<file path="src/lgse_pkg.sv">
// Package: shared types and constants for the toroidal life grid engine.
`default_nettype none

package lgse_pkg;

  localparam int DEF_ROWS    = 64;
  localparam int DEF_COLS    = 64;

  localparam int OP_W        = 2;
  localparam int ROW_FIELD_W = 6;
  localparam int COL_FIELD_W = 6;

  // neighbour count and the rule thresholds
  localparam int NBR_W = 4;
  localparam logic [NBR_W-1:0] BIRTH_COUNT = NBR_W'(3);
  localparam logic [NBR_W-1:0] KEEP_COUNT  = NBR_W'(2);

  typedef enum logic [OP_W-1:0] {
    OP_WRITE   = 2'd0,
    OP_READ    = 2'd1,
    OP_ADVANCE = 2'd2
  } op_t;

  typedef enum logic [2:0] {
    ST_CLEAR,
    ST_IDLE,
    ST_READ,
    ST_ADV,
    ST_DELIVER
  } state_t;

endpackage

`default_nettype wire

</file>
<file path="src/lgse_row_rule.sv">
// Next-generation rule for one grid row, given the rows above and below (columns wrap).
`default_nettype none

module lgse_row_rule #(
  parameter int COLS = lgse_pkg::DEF_COLS
) (
  input  wire logic [COLS-1:0] above,
  input  wire logic [COLS-1:0] middle,
  input  wire logic [COLS-1:0] below,
  output logic      [COLS-1:0] next_row
);

  for (genvar c = 0; c < COLS; c++) begin : g_col
    localparam int L = (c == 0) ? COLS - 1 : c - 1;
    localparam int R = (c == COLS - 1) ? 0 : c + 1;

    logic [lgse_pkg::NBR_W-1:0] nbr;

    assign nbr = lgse_pkg::NBR_W'(above[L]) + lgse_pkg::NBR_W'(above[c])
               + lgse_pkg::NBR_W'(above[R]) + lgse_pkg::NBR_W'(middle[L])
               + lgse_pkg::NBR_W'(middle[R]) + lgse_pkg::NBR_W'(below[L])
               + lgse_pkg::NBR_W'(below[c]) + lgse_pkg::NBR_W'(below[R]);

    assign next_row[c] = (nbr == lgse_pkg::BIRTH_COUNT) ||
                         ((nbr == lgse_pkg::KEEP_COUNT) && middle[c]);
  end

endmodule

`default_nettype wire

</file>
<file path="config.mk">
export PLATFORM = sky130hd
export DESIGN_NAME = lgse_row_rule
export DESIGN_NICKNAME = d
export VERILOG_FILES = /design/src/lgse_pkg.sv /design/src/lgse_row_rule.sv
export SDC_FILE = /design/constraint.sdc
export NUM_CORES = 1
export LEC_CHECK = 0
export BUFFER_PORTS_ARGS = -buffer_cell sky130_fd_sc_hd__clkbuf_2
export CELL_PAD_IN_SITES_DETAIL_PLACEMENT = 0
export CELL_PAD_IN_SITES_GLOBAL_PLACEMENT = 1
export CORE_MARGIN = 2
export CORE_UTILIZATION = 43
export DETAILED_ROUTE_END_ITERATION = 10
export GPL_TIMING_DRIVEN = 1
export PLACE_DENSITY = 0.89
export SYNTH_ARGS = -nofsm -noshare
export SYNTH_HDL_FRONTEND = slang
export SYNTH_SLANG_ARGS = --single-unit
</file>
<file path="constraint.sdc">
create_clock -name vclk -period 4.4
set_clock_uncertainty 0.1 [all_clocks]
set_input_delay 0.66 -clock vclk [all_inputs]
set_output_delay 0.66 -clock vclk [all_outputs]
set_load 0.01 [all_outputs]
</file>
==> qor.yml, run 1 <==
outcome:
  status: "complete, no violations"
setup_path:
  critPathTopFamily: "adder cells"
  crit_buf_inv: 4
  cp_slowest_cell: "fa_1"
  path_common_cell: "fa_1"
  worstSetupEndpointType: "output pin"
  cp.required_ps: 3640
  cp_max_fo: 2
  crit_type: "in -> out"
  crit_path_max_incr_delay_ps: 580
  cp_cell_sequence: "clkbuf_2 > inv_1 > fa_1 > fa_1 > fa_1 > inv_1 > ha_1 > fa_1 > or2_1 > a21oi_1 > clkbuf_2"
  critPathLaunchType: "primary input"
  arrival_ps: 3540
  cp.depth: 11
synth:
  synth_cell_types: 8
  ys.warnings.count: 0
  synth_area_sq_um: 10900
  avgSynthCellArea_sq_um: 8.96
  synth_top_area_share: 0.471
  synth_area_leaders: "fa_1, ha_1, inv_1, a21oi_1, nand3_1"
  ys_seq_area_frac: 0
  netlist_instances: 1215
  synth_top_area_cell: "fa_1"
  synthesis.nets: 1855
grt:
  grt_use_total: 0.172
  grt_pass1_vias: 8866
  grt_max_degree: 4
  use_met3: 0.0213
  grt_busiest_layer: "met2"
  gr-usage-met2: 0.319
  grt_util_met1: 0.221
  grt_remaining_overflow: 0
  antenna_found_initial: 4
  grt_pass1_wl_mm: 38.4
sta:
  slew-limit-headroom: 0.823
  rsz0062_at_grt: "no"
  max_freq_mhz: 232
  setup_ws_ps: 95.8
  worst_pin_slew_ps: 264
  setup_viol: 0
  finalCritPeriodShare: 0.978
  fin_tns_setup_ps: 0
  finalHoldViolCount: 0
  drv_slew: 0
  fin_crit_ps: 4300
final_layout:
  nets: 2115
  design.seq.count: 0
  multi_input_area_sq_um: 9230
  finalNonFillerCells: 1808
  nFillCells: 2408
  area_delta_synth_final_pct: 16.0
  final_area_sq_um: 12600
  drive_above_1_share: 0.179
  regArea_sq_um: 0
  clkbuf_count: 0
die:
  die_height_microns: 163
  die_area_sq_um: 26600
  dieWidth_microns: 163
  start_util: 0.435
  num_rows: 58
  core_sq_um: 25000
  pin_count: 256
power:
  power.leakage_nw: 7.34
  ir_worst_vdd_mv: 0.110
  powerDensity_nw_per_um2: 229
  p_total_mw: 2.89
hold_path:
  hp-start: "middle[46]"
  min_path_cells: 4
  hold_path.class: "in -> out"
  whs_endpoint: "next_row[46]"
routing:
  routed_wl_mm: 21.8
  first_pass_iters: 4
  drtIter0Drc: 246
  wire_per_inst_microns: 12.1
  via_per_inst: 4.55
  ant_nets: 0
  drc: 0
  vias: 8222
placement:
  place_ws_ps: 93.3
  portBuffers: 256
  gp_congestion: 0.837
  place_area_sq_um: 12600
  dp.cells: 1803
  dp_hpwl_mm: 21.7
flow_run:
  maxCapViolations: 0
clock_network:
  hold_buffers: 0
## through the flow
stage,utilization,hold WS (ps)
2_1_floorplan,-,1410
3_3_place_gp,0.503,1610
3_5_place_dp,0.503,1600
4_1_cts,0.503,1610
5_1_grt,0.504,1630
6_report,0.504,1610
## kinds of logic (layout without fill, tap and decap cells)
kind of cell | after synthesis | count (layout) | share of synthesized area
adders and majority gates | 448 | 448 | 0.691
other | 0 | 5 | 0
buffers and inverters | 447 | 705 | 0.154
and+or+nand+nor | 128 | 128 | 0.0662
AOI/OAI and AO/OA | 192 | 192 | 0.0883
## worst min-delay path: stages
cell and delay (ps):
clkbuf_2 90, o21ai_0 140, a21oi_1 40, clkbuf_2 110
## layout by cell type (no fill, tap or decap), types with 14 or more instances in the layout
master / n
clkbuf_2: 252
fa_1: 256
o21ai_0: 64
inv_1: 447
or2_1: 50
a21oi_1: 123
ha_1: 192
nand3_1: 64
or2_0: 14
## worst max-delay path by stage
stage | from | to | slack [ps]
finish | above[28] | next_row[29] | 100
global route | above[9] | next_row[10] | 1
CTS | above[5] | next_row[6] | 70
detailed placement | above[5] | next_row[6] | 90
global placement | above[28] | next_row[29] | 110
floorplan | above[0] | next_row[63] | 410
## metal layers
metal	wire, microns	vias to the layer above	part of all wire
li1	-	4184	-
met1	9420	3869	0.43
met2	10800	151	0.50
met3	1160	18	0.053
met4	373	0	0.017
met5	0	-	0
## Yosys cell counts
cell type / number
or2_0: 15
fa_1: 256
ha_1: 192
or2_1: 49
inv_1: 447
o21ai_0: 64
nand3_1: 64
a21oi_1: 128
## where the power goes
| group | total [mW] | switching (mW) | internal, mW |
|---|---|---|---|
| clock network | 0.000000152 | 0 | 0.000000152 |
| registers | 0 | 0 | 0 |
| logic | 2.89 | 1.60 | 1.28 |
## area by class of cell
type / count / area share
antenna: 5 / 0.000991
multi-input combinational: 768 / 0.731
inverter: 447 / 0.133
tap: 330 / 0.0327
timing repair buffer: 258 / 0.103
## what timing repair did
action / CTS / global route
setup buffers: 0 / 0
gates resized for setup: 0 / 11
setup endpoints to repair: 0 / 8
No activity file was read; power rests on OpenSTA's default activity.
==> run 2: changes to the inputs <==
Settings changed: BUFFER_PORTS_ARGS -buffer_cell sky130_fd_sc_hd__clkbuf_2 to -buffer_cell sky130_fd_sc_hd__buf_2.
==> run 2 against run 1 <==
  * Die area stayed put
  * Maximum frequency is 0.76% higher
  * Critical path depth stayed put
  * Wire length is 0.61% higher
  * Total power hardly changed
  * Core utilization hardly changed
  * First-iteration DRC count is 2.4% higher
  * Cell count stayed put
  * Critical path type unchanged
==> qor.yml, run 2 (synthesis gave the netlist of run 1 again) <==
setup_path:
  cp.required_ps: 3640  # about the same
  arrival_ps: 3510  # -30 ps
  worstSetupEndpointType: "output pin"
  crit_type: "in -> out"
  critPathLaunchType: "primary input"
  cp_max_fo: 2  # unchanged
grt:
  grt_pass1_wl_mm: 39.0  # +1.4%
  antenna_found_initial: 9  # +5
  grt_remaining_overflow: 0  # unchanged
  grt_max_degree: 4  # unchanged
  grt_pass1_vias: 8934  # +0.77%
  grt_use_total: 0.174  # +0.00176
sta:
  max_freq_mhz: 234  # +0.76%
  finalHoldViolCount: 0  # unchanged
  setup_viol: 0  # unchanged
  fin_tns_setup_ps: 0  # unchanged
  slew-limit-headroom: 0.824  # +0.000902
  fin_crit_ps: 4270  # -32.4 ps
  drv_slew: 0  # unchanged
  rsz0062_at_grt: "no"
  worst_pin_slew_ps: 263  # -1.35 ps
  finalCritPeriodShare: 0.971  # -0.00737
hold_path:
  hold_path.class: "in -> out"
placement:
  dp_hpwl_mm: 21.6  # -0.45%
  portBuffers: 256  # unchanged
  gp_congestion: 0.846  # +1.1%
die:
  dieWidth_microns: 163  # unchanged
  die_height_microns: 163  # unchanged
  pin_count: 256  # unchanged
  num_rows: 58  # unchanged
  die_area_sq_um: 26600  # unchanged
  start_util: 0.435  # unchanged
  core_sq_um: 25000  # unchanged
final_layout:
  design.seq.count: 0  # unchanged
  layout_commonest_cell: "inv_1"
  multi_input_area_sq_um: 9230  # about the same
  regArea_sq_um: 0  # unchanged
  clkbuf_count: 0  # unchanged
  nFillCells: 2401  # -0.29%
  area_delta_synth_final_pct: 15.9  # about the same
  nets: 2114  # -0.047%
  fin_util: 0.504  # about the same
  final_cell_mix: "inv_1, buf_2, fa_1"
  drive_above_1_share: 0.181  # +0.00216
routing:
  wire_per_inst_microns: 12.1  # +0.61%
  drc: 0  # unchanged
  first_pass_iters: 4  # unchanged
  vias: 8293  # +0.86%
  via_per_inst: 4.59  # +0.86%
  ant_nets: 0  # unchanged
  drtIter0Drc: 252  # +2.4%
  routed_wl_mm: 21.9  # +0.61%
outcome:
  status: "complete, no violations"
power:
  power.leakage_nw: 7.32  # -0.31%
  ir_worst_vdd_mv: 0.108  # -1.9%
  powerDensity_nw_per_um2: 229  # about the same
clock_network:
  hold_buffers: 0  # unchanged
flow_run:
  maxCapViolations: 0  # unchanged
==> run 2: cell count changes in the layout (fill, tap and decap cells not counted), moves of 2 or more <==
cell / delta
clkbuf_2: -252
inv_2: +4
buf_2: +253
buf_4: -2
inv_1: -4
==> run 2: where the power goes <==
part / switching, mW / leakage, nW / internal (mW) / total, mW
Sequential: 0 / 0 / 0 / 0
Combinational: 1.60 / 7.32 / 1.29 / 2.89
Clock: 0 / 0.0000380 / 0.000000182 / 0.000000182
==> run 2: layer usage <==
metal	vias up	GRT usage	part of all wire
met3	26	0.0211	0.051
met4	6	0.0237	0.018
met2	155	0.320	0.50
li1	4184	-	-
met1	3922	0.224	0.43
met5	-	0	0.0019
==> run 2: final cells by class <==
| cell class | count | area share |
|---|---|---|
| inverters | 447 | 0.133 |
| diodes | 6 | 0.00119 |
| multi-input cells | 768 | 0.731 |
| well taps | 330 | 0.0327 |
| repair buffers | 257 | 0.102 |
==> run 2: worst paths after layout <==
path	start	end	slack (ps)	depth (start not counted)
min	middle[23]	next_row[23]	1600	4
max	above[48]	next_row[49]	130	11
==> run 2: what timing repair did <==
item,in CTS,in global routing
setup endpoints to repair,0,6
setup buffers,0,0
gates resized for setup,0,9
==> run 2: critical path, stage by stage <==
cell and delay, ps:
buf_2 100, inv_1 80, fa_1 550, fa_1 430, fa_1 490, inv_1 40, ha_1 200, fa_1 390
or2_0 230, a21oi_1 190, buf_2 160
==> run 2: metrics by stage <==
step	hold WS (ps)	total power, mW	area [sq um]	std cells	setup slack, ps
after detailed placement	1600	2.91	12600	1802	89.1
after floorplan	1410	2.05	10900	1215	412
after global routing	1630	3.46	12600	1805	3.28
after CTS	1600	2.94	12600	1802	89.6
after global placement	1610	2.79	12600	1802	129
final	1600	2.89	12600	1808	128
